--- config.mk ---
export PLATFORM = sky130hd
export DESIGN_NAME = kaleidoscope_fold_shader_unit
export DESIGN_NICKNAME = d
export VERILOG_FILES = /design/src/sv/kfs_pkg.sv /design/src/sv/kfs_mul.sv /design/src/sv/kaleidoscope_fold_shader_unit.sv
export SDC_FILE = /design/constraint.sdc
export NUM_CORES = 2
export LEC_CHECK = 0
export BUFFER_PORTS_ARGS = -buffer_cell sky130_fd_sc_hd__buf_4
export CELL_PAD_IN_SITES_DETAIL_PLACEMENT = 1
export CELL_PAD_IN_SITES_GLOBAL_PLACEMENT = 2
export CORE_ASPECT_RATIO = 1.1
export CORE_MARGIN = 8
export CORE_UTILIZATION = 46
export CTS_BUF_LIST = sky130_fd_sc_hd__clkbuf_4 sky130_fd_sc_hd__clkbuf_8
export DETAILED_ROUTE_END_ITERATION = 8
export PLACE_DENSITY = 0.95
export RECOVER_POWER = 25
export SLEW_MARGIN = 20
export SYNTH_ARGS = -nofsm -noshare
export SYNTH_HDL_FRONTEND = slang
export SYNTH_SLANG_ARGS = --single-unit
--- constraint.sdc ---
create_clock -name clock -period 23.4 [get_ports clock]
set_input_delay 0 -clock clock [delete_from_list [all_inputs] [get_ports clock]]
set_output_delay 0 -clock clock [all_outputs]
set_load 0.05 [all_outputs]
--- src/sv/kfs_pkg.sv ---
// ----------------------------------------------------------------------------
// kfs_pkg
// shared widths, types, register indexes and jewel constants of the
// kaleidoscope fold shader
// ----------------------------------------------------------------------------
`default_nettype none

package kfs_pkg;

   // fixed point and loop limits
   localparam int FRAC_BITS       = 8;
   localparam int MAX_FOLD_PASSES = 10;
   localparam int JEWEL_COUNT     = 6;
   localparam int TABLE_JEWELS    = 6;
   localparam int JEWELS          = (JEWEL_COUNT > TABLE_JEWELS) ? TABLE_JEWELS : JEWEL_COUNT;
   localparam int ROT_SHIFT       = 14 - FRAC_BITS;
   localparam int SQRT3_HALF_Q14  = 14189;
   localparam int HIGHLIGHT_ADD   = 90;

   // port widths
   localparam int POS_W      = 10;
   localparam int REQ_DATA_W = 24;
   localparam int RSP_DATA_W = 16;
   localparam int CSR_IDX_W  = 3;
   localparam int CSR_DATA_W = 16;
   localparam int MD_W       = 9;
   localparam int ROT_W      = 16;

   // datapath widths
   localparam int COORD_W = FRAC_BITS + 16;
   localparam int MUL_W   = COORD_W + 1;
   localparam int ACC_W   = 2 * MUL_W;
   localparam int PASS_W  = (MAX_FOLD_PASSES > 1) ? $clog2(MAX_FOLD_PASSES) : 1;
   localparam int JIDX_W  = (JEWELS > 1) ? $clog2(JEWELS) : 1;

   typedef logic signed [COORD_W-1:0] coord_type;
   typedef logic signed [MUL_W-1:0]   mul_type;
   typedef logic signed [ACC_W-1:0]   acc_type;
   typedef logic signed [ACC_W:0]     wide_type;
   typedef logic signed [POS_W:0]     delta_type;
   typedef logic [PASS_W-1:0]         pass_type;
   typedef logic [JIDX_W-1:0]         jidx_type;
   typedef logic [RSP_DATA_W-1:0]     color_type;

   // register indexes
   localparam logic [CSR_IDX_W-1:0] CSR_CENTER_X        = 3'd0;
   localparam logic [CSR_IDX_W-1:0] CSR_CENTER_Y        = 3'd1;
   localparam logic [CSR_IDX_W-1:0] CSR_COS_ROTATION    = 3'd2;
   localparam logic [CSR_IDX_W-1:0] CSR_SIN_ROTATION    = 3'd3;
   localparam logic [CSR_IDX_W-1:0] CSR_MIRROR_DISTANCE = 3'd4;

   // register reset values
   localparam logic [POS_W-1:0] CENTER_X_RESET        = 10'd400;
   localparam logic [POS_W-1:0] CENTER_Y_RESET        = 10'd240;
   localparam logic [ROT_W-1:0] COS_ROTATION_RESET    = 16'd16384;
   localparam logic [ROT_W-1:0] SIN_ROTATION_RESET    = 16'd0;
   localparam logic [MD_W-1:0]  MIRROR_DISTANCE_RESET = 9'd150;

   // jewel table: center, radius in whole pixels, 8 bit color channels
   localparam int JEWEL_CX   [TABLE_JEWELS] = '{35, -70, 15, -35, 75, -15};
   localparam int JEWEL_CY   [TABLE_JEWELS] = '{55, 15, -85, -45, -20, 5};
   localparam int JEWEL_SIZE [TABLE_JEWELS] = '{30, 20, 24, 16, 19, 12};
   localparam int JEWEL_R    [TABLE_JEWELS] = '{200, 30, 40, 150, 210, 40};
   localparam int JEWEL_G    [TABLE_JEWELS] = '{30, 170, 90, 60, 170, 190};
   localparam int JEWEL_B    [TABLE_JEWELS] = '{40, 90, 210, 200, 30, 190};

   typedef struct packed {
      coord_type cx;
      coord_type cy;
      coord_type hx;
      coord_type hy;
      acc_type   r2;
      acc_type   hr2;
      color_type color;
      color_type hi_color;
   } jewel_type;

   function automatic longint one_fx();
      return longint'(1) <<< FRAC_BITS;
   endfunction

   function automatic int lift(input int c);
      return (c + HIGHLIGHT_ADD > 255) ? 255 : c + HIGHLIGHT_ADD;
   endfunction

   function automatic color_type pack565(input int r, input int g, input int b);
      return {5'(r >> 3), 6'(g >> 2), 5'(b >> 3)};
   endfunction

   function automatic jewel_type make_jewel(input int i);
      jewel_type j;
      longint    cx;
      longint    cy;
      longint    rad;
      longint    off;
      longint    hr;
      cx  = longint'(JEWEL_CX[i]) * one_fx();
      cy  = longint'(JEWEL_CY[i]) * one_fx();
      rad = longint'(JEWEL_SIZE[i]) * one_fx();
      off = (longint'(6 * JEWEL_SIZE[i]) * one_fx() + 10) / 20;
      hr  = (longint'(14 * JEWEL_SIZE[i]) * one_fx() + 20) / 40;
      j.cx       = coord_type'(cx);
      j.cy       = coord_type'(cy);
      j.hx       = coord_type'(cx - off);
      j.hy       = coord_type'(cy - off);
      j.r2       = acc_type'(rad * rad);
      j.hr2      = acc_type'(hr * hr);
      j.color    = pack565(JEWEL_R[i], JEWEL_G[i], JEWEL_B[i]);
      j.hi_color = pack565(lift(JEWEL_R[i]), lift(JEWEL_G[i]), lift(JEWEL_B[i]));
      return j;
   endfunction

   localparam jewel_type JEWEL_ROM [TABLE_JEWELS] = '{
      make_jewel(0), make_jewel(1), make_jewel(2),
      make_jewel(3), make_jewel(4), make_jewel(5)
   };

endpackage

`default_nettype wire

--- src/sv/kfs_mul.sv ---
// ----------------------------------------------------------------------------
// kfs_mul
// shared signed multiplier with registered product
// ----------------------------------------------------------------------------
`default_nettype none

module kfs_mul (
   input  wire logic            clock,
   input  wire kfs_pkg::mul_type mul_a,
   input  wire kfs_pkg::mul_type mul_b,
   output kfs_pkg::acc_type     product
);

   kfs_pkg::acc_type product_ff;
   kfs_pkg::acc_type product_in;

   assign product_in = mul_a * mul_b;
   assign product    = product_ff;

   always_ff @(posedge clock) begin
      product_ff <= product_in;
   end

endmodule

`default_nettype wire

--- src/sv/kaleidoscope_fold_shader_unit.sv ---
// ----------------------------------------------------------------------------
// kaleidoscope_fold_shader_unit
// sequence: rotation, fold passes over the mirrors, then the jewel and highlight
//   circle tests on the shared multiplier, then the output register
// throughput: one transaction at a time; a new one is taken only when idle
// reset: synchronous active high; registers take their defaults, unit idles
// ----------------------------------------------------------------------------
`default_nettype none

module kaleidoscope_fold_shader_unit (
   input  wire logic                               clock,
   input  wire logic                               reset,
   // request channel
   input  wire logic                               req_tvalid,
   output logic                                    req_tready,
   input  wire logic [kfs_pkg::REQ_DATA_W-1:0]     req_tdata,  // pos_x [9:0], pos_y [19:10]
   // response channel
   output logic                                    rsp_tvalid,
   input  wire logic                               rsp_tready,
   output logic [kfs_pkg::RSP_DATA_W-1:0]          rsp_tdata,  // color [15:0]
   // register write port
   input  wire logic                               csr_we,
   input  wire logic [kfs_pkg::CSR_IDX_W-1:0]      csr_index,
   input  wire logic [kfs_pkg::CSR_DATA_W-1:0]     csr_wdata
);

   // sequencer states
   typedef enum logic [10:0] {
      ST_IDLE = 11'b000_0000_0001,  // waiting for a transaction
      ST_ROT  = 11'b000_0000_0010,  // rotation, five steps on the multiplier
      ST_M0   = 11'b000_0000_0100,  // horizontal mirror, no multiply needed
      ST_MA   = 11'b000_0000_1000,  // x times sqrt3/2
      ST_MB   = 11'b000_0001_0000,  // distance beyond slanted mirror
      ST_MC   = 11'b000_0010_0000,  // distance times sqrt3/2
      ST_MD   = 11'b000_0100_0000,  // apply reflection
      ST_JA   = 11'b000_1000_0000,  // dx squared
      ST_JB   = 11'b001_0000_0000,  // dy squared
      ST_JC   = 11'b010_0000_0000,  // circle compare
      ST_DONE = 11'b100_0000_0000   // hand result to output register
   } state_type;

   localparam int RND14 = 14;
   localparam int RND13 = 13;

   // configuration registers
   logic [kfs_pkg::POS_W-1:0]  center_x_ff;
   logic [kfs_pkg::POS_W-1:0]  center_y_ff;
   logic signed [kfs_pkg::ROT_W-1:0] cos_ff;
   logic signed [kfs_pkg::ROT_W-1:0] sin_ff;
   logic [kfs_pkg::MD_W-1:0]   mirror_ff;

   // sequencer and datapath registers
   state_type           state_ff,  state_in;
   logic [2:0]          step_ff,   step_in;
   kfs_pkg::delta_type  dx_ff,     dx_in;
   kfs_pkg::delta_type  dy_ff,     dy_in;
   kfs_pkg::coord_type  x_ff,      x_in;
   kfs_pkg::coord_type  y_ff,      y_in;
   kfs_pkg::acc_type    acc_ff,    acc_in;
   kfs_pkg::mul_type    dist_ff,   dist_in;
   logic                mir_ff,    mir_in;     // 0: second mirror, 1: third mirror
   logic                moved_ff,  moved_in;
   kfs_pkg::pass_type   pass_ff,   pass_in;
   kfs_pkg::jidx_type   jidx_ff,   jidx_in;
   logic                hl_ff,     hl_in;      // testing highlight circle
   kfs_pkg::color_type  color_ff,  color_in;
   logic                rsp_tvalid_ff, rsp_tvalid_in;
   kfs_pkg::color_type  rsp_tdata_ff,  rsp_tdata_in;

   // shared multiplier
   kfs_pkg::mul_type    mul_a;
   kfs_pkg::mul_type    mul_b;
   kfs_pkg::acc_type    prod;

   // combinational helpers
   kfs_pkg::coord_type  d_fx;
   kfs_pkg::acc_type    rot_sum;
   kfs_pkg::mul_type    dist0;
   kfs_pkg::acc_type    dot_acc;
   kfs_pkg::mul_type    dist12;
   kfs_pkg::coord_type  delta;
   kfs_pkg::jewel_type  jewel;
   kfs_pkg::coord_type  jcx;
   kfs_pkg::coord_type  jcy;
   kfs_pkg::wide_type   jsum;
   kfs_pkg::wide_type   jlim;
   logic                hit;
   logic                last_pass;
   logic                out_free;
   logic                req_accept;

   kfs_mul u_mul (
      .clock   (clock),
      .mul_a   (mul_a),
      .mul_b   (mul_b),
      .product (prod)
   );

   assign req_tready = (state_ff == ST_IDLE);
   assign req_accept = req_tvalid && req_tready;
   assign rsp_tvalid = rsp_tvalid_ff;
   assign rsp_tdata  = rsp_tdata_ff;
   assign out_free   = !rsp_tvalid_ff || rsp_tready;

   // mirror distance in fixed point
   assign d_fx      = kfs_pkg::coord_type'(mirror_ff) <<< kfs_pkg::FRAC_BITS;
   assign last_pass = (pass_ff == kfs_pkg::pass_type'(kfs_pkg::MAX_FOLD_PASSES - 1));

   // jewel under test and the circle selected by the highlight flag
   assign jewel = kfs_pkg::JEWEL_ROM[jidx_ff];
   assign jcx   = hl_ff ? jewel.hx : jewel.cx;
   assign jcy   = hl_ff ? jewel.hy : jewel.cy;
   assign jsum  = kfs_pkg::wide_type'(acc_ff) + kfs_pkg::wide_type'(prod);
   assign jlim  = kfs_pkg::wide_type'(hl_ff ? jewel.hr2 : jewel.r2);
   assign hit   = (jsum <= jlim);

   // rotation: second product of a pair joins the first, then rounds
   assign rot_sum = (step_ff == 3'd2) ? (acc_ff + prod) : (acc_ff - prod);

   // horizontal mirror distance
   assign dist0 = kfs_pkg::mul_type'(y_ff) - kfs_pkg::mul_type'(d_fx);

   // slanted mirror distance: (-/+ x*H - y*2^13) / 2^14, rounded, minus d
   assign dot_acc = (mir_ff ? prod : -prod) - (kfs_pkg::acc_type'(y_ff) <<< RND13);
   assign dist12  = kfs_pkg::mul_type'((dot_acc + (kfs_pkg::acc_type'(1) <<< (RND14 - 1)))
                       >>> RND14) - kfs_pkg::mul_type'(d_fx);

   // x correction: dist*H / 2^13, rounded
   assign delta = kfs_pkg::coord_type'((prod + (kfs_pkg::acc_type'(1) <<< (RND13 - 1)))
                     >>> RND13);

   // multiplier operand selection
   always_comb begin
      mul_a = '0;
      mul_b = '0;
      unique case (state_ff)
         ST_ROT: begin
            case (step_ff)
               3'd0: begin
                  mul_a = kfs_pkg::mul_type'(dx_ff);
                  mul_b = kfs_pkg::mul_type'(cos_ff);
               end
               3'd1: begin
                  mul_a = kfs_pkg::mul_type'(dy_ff);
                  mul_b = kfs_pkg::mul_type'(sin_ff);
               end
               3'd2: begin
                  mul_a = kfs_pkg::mul_type'(dy_ff);
                  mul_b = kfs_pkg::mul_type'(cos_ff);
               end
               3'd3: begin
                  mul_a = kfs_pkg::mul_type'(dx_ff);
                  mul_b = kfs_pkg::mul_type'(sin_ff);
               end
               default: begin
                  mul_a = '0;
                  mul_b = '0;
               end
            endcase
         end
         ST_MA: begin
            mul_a = kfs_pkg::mul_type'(x_ff);
            mul_b = kfs_pkg::mul_type'(kfs_pkg::SQRT3_HALF_Q14);
         end
         ST_MC: begin
            mul_a = dist_ff;
            mul_b = kfs_pkg::mul_type'(kfs_pkg::SQRT3_HALF_Q14);
         end
         ST_JA: begin
            mul_a = kfs_pkg::mul_type'(x_ff) - kfs_pkg::mul_type'(jcx);
            mul_b = kfs_pkg::mul_type'(x_ff) - kfs_pkg::mul_type'(jcx);
         end
         ST_JB: begin
            mul_a = kfs_pkg::mul_type'(y_ff) - kfs_pkg::mul_type'(jcy);
            mul_b = kfs_pkg::mul_type'(y_ff) - kfs_pkg::mul_type'(jcy);
         end
         default: begin
            mul_a = '0;
            mul_b = '0;
         end
      endcase
   end

   // sequencer
   always_comb begin
      state_in      = state_ff;
      step_in       = step_ff;
      dx_in         = dx_ff;
      dy_in         = dy_ff;
      x_in          = x_ff;
      y_in          = y_ff;
      acc_in        = acc_ff;
      dist_in       = dist_ff;
      mir_in        = mir_ff;
      moved_in      = moved_ff;
      pass_in       = pass_ff;
      jidx_in       = jidx_ff;
      hl_in         = hl_ff;
      color_in      = color_ff;
      rsp_tvalid_in = rsp_tvalid_ff && !rsp_tready;
      rsp_tdata_in  = rsp_tdata_ff;

      unique case (state_ff)
         ST_IDLE: begin
            if (req_accept) begin
               dx_in    = kfs_pkg::delta_type'({1'b0, req_tdata[9:0]})
                          - kfs_pkg::delta_type'({1'b0, center_x_ff});
               dy_in    = kfs_pkg::delta_type'({1'b0, req_tdata[19:10]})
                          - kfs_pkg::delta_type'({1'b0, center_y_ff});
               step_in  = 3'd0;
               state_in = ST_ROT;
            end
         end

         ST_ROT: begin
            step_in = step_ff + 3'd1;
            case (step_ff)
               3'd1, 3'd3: begin
                  acc_in = prod;
               end
               3'd2: begin
                  x_in = kfs_pkg::coord_type'((rot_sum
                         + (kfs_pkg::acc_type'(1) <<< (kfs_pkg::ROT_SHIFT - 1)))
                         >>> kfs_pkg::ROT_SHIFT);
               end
               3'd4: begin
                  y_in     = kfs_pkg::coord_type'((rot_sum
                             + (kfs_pkg::acc_type'(1) <<< (kfs_pkg::ROT_SHIFT - 1)))
                             >>> kfs_pkg::ROT_SHIFT);
                  pass_in  = '0;
                  moved_in = 1'b0;
                  state_in = ST_M0;
               end
               default: begin
                  step_in = step_ff + 3'd1;
               end
            endcase
         end

         ST_M0: begin
            if (dist0 > 0) begin
               y_in     = kfs_pkg::coord_type'(kfs_pkg::mul_type'(y_ff) - (dist0 <<< 1));
               moved_in = 1'b1;
            end
            mir_in   = 1'b0;
            state_in = ST_MA;
         end

         ST_MA: begin
            state_in = ST_MB;
         end

         ST_MB: begin
            if (dist12 > 0) begin
               dist_in  = dist12;
               state_in = ST_MC;
            end else if (!mir_ff) begin
               mir_in   = 1'b1;
               state_in = ST_MA;
            end else if (!moved_ff || last_pass) begin
               // pass without reflection, or passes used up
               jidx_in  = '0;
               hl_in    = 1'b0;
               state_in = ST_JA;
            end else begin
               pass_in  = pass_ff + 1'b1;
               moved_in = 1'b0;
               state_in = ST_M0;
            end
         end

         ST_MC: begin
            state_in = ST_MD;
         end

         ST_MD: begin
            x_in     = mir_ff ? (x_ff - delta) : (x_ff + delta);
            y_in     = y_ff + kfs_pkg::coord_type'(dist_ff);
            moved_in = 1'b1;
            if (!mir_ff) begin
               mir_in   = 1'b1;
               state_in = ST_MA;
            end else if (last_pass) begin
               jidx_in  = '0;
               hl_in    = 1'b0;
               state_in = ST_JA;
            end else begin
               pass_in  = pass_ff + 1'b1;
               moved_in = 1'b0;
               state_in = ST_M0;
            end
         end

         ST_JA: begin
            state_in = ST_JB;
         end

         ST_JB: begin
            acc_in   = prod;
            state_in = ST_JC;
         end

         ST_JC: begin
            if (hl_ff) begin
               color_in = hit ? jewel.hi_color : jewel.color;
               state_in = ST_DONE;
            end else if (hit) begin
               hl_in    = 1'b1;
               state_in = ST_JA;
            end else if (jidx_ff == kfs_pkg::jidx_type'(kfs_pkg::JEWELS - 1)) begin
               // no jewel hit: black background
               color_in = '0;
               state_in = ST_DONE;
            end else begin
               jidx_in  = jidx_ff + 1'b1;
               state_in = ST_JA;
            end
         end

         ST_DONE: begin
            // wait for the output register to drain
            if (out_free) begin
               rsp_tvalid_in = 1'b1;
               rsp_tdata_in  = color_ff;
               state_in      = ST_IDLE;
            end
         end

         default: begin
            state_in = ST_IDLE;
         end
      endcase
   end

   // control state
   always_ff @(posedge clock) begin
      if (reset) begin
         state_ff      <= ST_IDLE;
         rsp_tvalid_ff <= 1'b0;
      end else begin
         state_ff      <= state_in;
         rsp_tvalid_ff <= rsp_tvalid_in;
      end
   end

   // datapath registers
   always_ff @(posedge clock) begin
      step_ff      <= step_in;
      dx_ff        <= dx_in;
      dy_ff        <= dy_in;
      x_ff         <= x_in;
      y_ff         <= y_in;
      acc_ff       <= acc_in;
      dist_ff      <= dist_in;
      mir_ff       <= mir_in;
      moved_ff     <= moved_in;
      pass_ff      <= pass_in;
      jidx_ff      <= jidx_in;
      hl_ff        <= hl_in;
      color_ff     <= color_in;
      rsp_tdata_ff <= rsp_tdata_in;
   end

   // configuration registers, unknown indexes are dropped
   always_ff @(posedge clock) begin
      if (reset) begin
         center_x_ff <= kfs_pkg::CENTER_X_RESET;
         center_y_ff <= kfs_pkg::CENTER_Y_RESET;
         cos_ff      <= kfs_pkg::COS_ROTATION_RESET;
         sin_ff      <= kfs_pkg::SIN_ROTATION_RESET;
         mirror_ff   <= kfs_pkg::MIRROR_DISTANCE_RESET;
      end else if (csr_we) begin
         unique case (csr_index)
            kfs_pkg::CSR_CENTER_X:        center_x_ff <= csr_wdata[kfs_pkg::POS_W-1:0];
            kfs_pkg::CSR_CENTER_Y:        center_y_ff <= csr_wdata[kfs_pkg::POS_W-1:0];
            kfs_pkg::CSR_COS_ROTATION:    cos_ff      <= csr_wdata[kfs_pkg::ROT_W-1:0];
            kfs_pkg::CSR_SIN_ROTATION:    sin_ff      <= csr_wdata[kfs_pkg::ROT_W-1:0];
            kfs_pkg::CSR_MIRROR_DISTANCE: mirror_ff   <= csr_wdata[kfs_pkg::MD_W-1:0];
            default: begin
               center_x_ff <= center_x_ff;
            end
         endcase
      end
   end

endmodule

`default_nettype wire

==> flow_summary_export.csv <==
group,metric,value,unit
run_status,status,"finished, final reports clean",
pwr,clock_power_share,47.4,%
setup_path,crit_path_end_kind,"flip-flop",
clocking,post_cts_buffers,0,
sta,fin_skew,0.102,ns
layout,multi_input_area,40200,sq um
layout,area.growth.synth_to_final,8.19,%
global_route,grt_pass1_wl,304000,microns
die,ios,66,
min_path,min_from,"csr_wdata[5]",
setup_path,worstPathArrival,15.94,ns
die,start_util,46.3,%
setup_path,crit_slowest_cell,"o41ai_1",
setup_path,path_common_cell,"fa_1",
die,die_width,337,microns
yosys,synth_top_area_cell,"fa_1",
pwr,pwr-share-comb,9.2,%
detailed_routing,post-route-drc-count,0,
detailed_routing,dr.pass1.iters,5,
sta,min_period_over_period,65.7,%
pwr,power_density,24.6,nW/um^2
sta,setup_viol,0,
global_route,grt_pass1_vias,50700,
clocking,worstSkewPairLatency,0.78,ns
sta,rsz0062_at_grt,"false",
clocking,clock-sinks,313,
setup_path,cp_max_fo,18,
place,placed_area,54200,sq um
setup_path,reg2reg_slack,8.03,ns
detailed_routing,wire_per_inst,26.5,microns
setup_path,rr_startpoint,"jidx_ff[0]",
setup_path,r2r_end,"u_mul.product[47]",
pwr,peakVddDrop,69.0,uV
min_path,hold_path_depth,3,
clocking,cts_tree,"yes",
setup_path,startpoint_type,"flip-flop",
setup_path,crit_type,"flip-flop to flip-flop",
yosys,yosysWarningCount,0,
yosys,synth_top_area_share,25.8,%
pwr,p_int,1010,uW
yosys,synth_seq_area_share,15.7,%
yosys,ys.flop_type,"edfxtp_1",
layout,fin_area,56300,sq um
place,numPortBuffers,61,
layout,drive_gt1_share,5.45,%
sta,worst_pin_slew,1.31,ns
global_route,antenna_found_initial,13,
sta,fin_ws,8.03,ns
sta,slew-limit-headroom,12.4,%
min_path,min_to,"center_y_ff[5]",
sta,hold_viol,0,
layout,layout.nets,7262,
die,dieHeight,369,microns
die,core_area,112000,sq um
sta,layout_min_cycle_time,15.37,ns
yosys,ys_types,105,
clocking,numCtsBuffers,56,
place,gp_congestion,0.995,
clocking,ctsRootBufferMaster,"clkbuf_8",
min_path,hold_path_class,"input port to flip-flop",
detailed_routing,detail_route.iter0.violations,3674,
layout,final_cell_mix,"766 x inv_1, 748 x nand2_1, 669 x fa_1",
detailed_routing,wl,202000,microns
setup_path,slowest_delay,1.07,ns
global_route,gr-total-overflow,0,
yosys,synth_edf_count,190,
layout,instances_no_fill,7627,
clocking,path_clk_slew,0.08,ns
sta,setup_tns,0,ns
setup_path,cp.required,23.97,ns
pwr,leakage,0.0268,uW
yosys,syn_nets,7223,
global_route,grt_start_max_net_pins,74,
pwr,seqPwrFrac,43.3,%
place,dpl.hpwl,157000,microns
sta,drv_slew,0,
yosys,synthesis.area,52000,sq um
layout,nFillCells,13400,
clocking,max-clock-path-buffers,3,
yosys,ys_ff_latch,313,
global_route,grtUsageTotal,31.9,%
run,maxCapViolCount,0,
sta,holdWs,0.0831,ns
clocking,htreeDepth,2,
place,post-place-cells,7440,
layout,seqCellArea,8170,sq um
clocking,post_cts_resized,0,
layout,final_common_cell,"inv_1",
die,num_rows,129,
yosys,avgSynthCellArea,8.63,sq um
detailed_routing,antenna_left,0,
yosys,synth_cells,6024,
detailed_routing,avgViaCountPerCell,6.12,
die,die_area,124000,sq um
yosys,ys_async_sr_fraction,0,%
setup_path,reg2regPathDepth,44,
pwr,switching_share,27.0,%
detailed_routing,num_vias,46700,
place,place_ws,8.42,ns
sta,timing.fmax,65.1,MHz
pwr,switching_power,373,uW
yosys,yosys-top-cells-area,"fa_1 26%, ha_1 12%, edfxtp_1 11%",
-- logic make-up after synthesis --
| group | Yosys count | synth area share, % |
|---|---|---|
| buffers and inverters | 1008 | 7.32 |
| and+or+nand+nor | 1914 | 17.2 |
| adders and majority gates | 1151 | 37.4 |
| DFF | 313 | 15.7 |
| xor gates and xnor gates | 393 | 6.67 |
| muxes | 28 | 0.553 |
| AOI/OAI and AO/OA | 1217 | 15.2 |
-- worst max-delay path: cells and delay by family, from the launching register on --
family                     cells  cell delay, ns
AOI/OAI and AO/OA             20            6.31
xor gates and xnor gates       2            0.24
adders and majority gates     11            5.03
buffers and inverters          6            0.99
DFF                            1            0.63
and+or+nand+nor                5            1.99
-- power groups by stage --
stage	clock, uW	combinational (uW)	sequential [uW]
detailed placement	0	110	610
finish	656	128	599
CTS	655	121	598
global route	683	135	599
floorplan	0	71.3	606
global placement	0	106	609
-- per-layer routing --
| metal | global-route usage (%) | share of wire [%] | vias to the layer above |
|---|---|---|---|
| li1 | - | - | 20300 |
| met1 | 38.3 | 38 | 23700 |
| met2 | 52.7 | 46 | 1884 |
| met3 | 5.26 | 7.0 | 747 |
| met4 | 21.3 | 8.3 | 4 |
| met5 | 0 | 0.012 | - |
-- state kept, by name, summed over array words and instances (netlist names), 24 cells and up --
register	cells
acc_ff	50
y_ff	24
dist_ff	25
x_ff	24
u_mul.product	50
-- synth_stat cells, types with 21 or more instances --
cell type / instances
or3_1: 45
dfxtp_1: 123
nor2b_1: 59
nand3b_1: 27
nor3b_1: 26
a211oi_1: 41
xnor2_1: 229
nor3_1: 82
nand2b_1: 65
o21bai_1: 41
edfxtp_1: 190
o21ai_0: 224
mux2i_1: 22
nand4_1: 51
nor2_1: 493
and2_1: 62
inv_1: 766
o21a_1: 33
o211ai_1: 35
o31ai_1: 21
clkbuf_1: 216
a221oi_1: 21
xor2_1: 162
nand2_1: 749
a21oi_1: 361
fa_1: 669
nand3_1: 105
and3_1: 35
or2_2: 21
a31oi_1: 36
a22oi_1: 38
ha_1: 482
nor4_1: 24
a21o_1: 142
-- area by class of cell --
| type | instances | area share, % |
|---|---|---|
| multi-input cells | 4703 | 71.4 |
| well taps | 1506 | 3.35 |
| clock buffers | 82 | 1.86 |
| repair buffers | 220 | 3.12 |
| clock inverters | 24 | 0.598 |
| diodes | 10 | 0.0445 |
| flip-flops and latches | 313 | 14.5 |
| inverters | 769 | 5.13 |
-- metrics by stage --
step / util, % / total power [uW]
after floorplan: - / 677
after global placement: 48.3 / 716
after detailed placement: 48.3 / 720
after CTS: 50.1 / 1370
after global routing: 50.1 / 1420
final: 50.1 / 1380
-- how the worst max path moves through the flow --
stage | from | endpoint | slack (ns) | cells after the start
after floorplan | jidx_ff[0] | u_mul.product[47] | 11.84 | 46
after CTS | jidx_ff[0] | u_mul.product[47] | 8.37 | 44
after global placement | jidx_ff[0] | u_mul.product[47] | 8.73 | 44
after global routing | jidx_ff[0] | u_mul.product[47] | 7.52 | 44
after detailed placement | jidx_ff[0] | u_mul.product[47] | 8.42 | 44
final | jidx_ff[0] | u_mul.product[47] | 8.03 | 44
-- repair_timing --
action,in CTS,in global routing
hold buffers,71,0
setup endpoints to repair,0,0
hold endpoints to repair,97,0
Power figures use the tool's default switching activity.
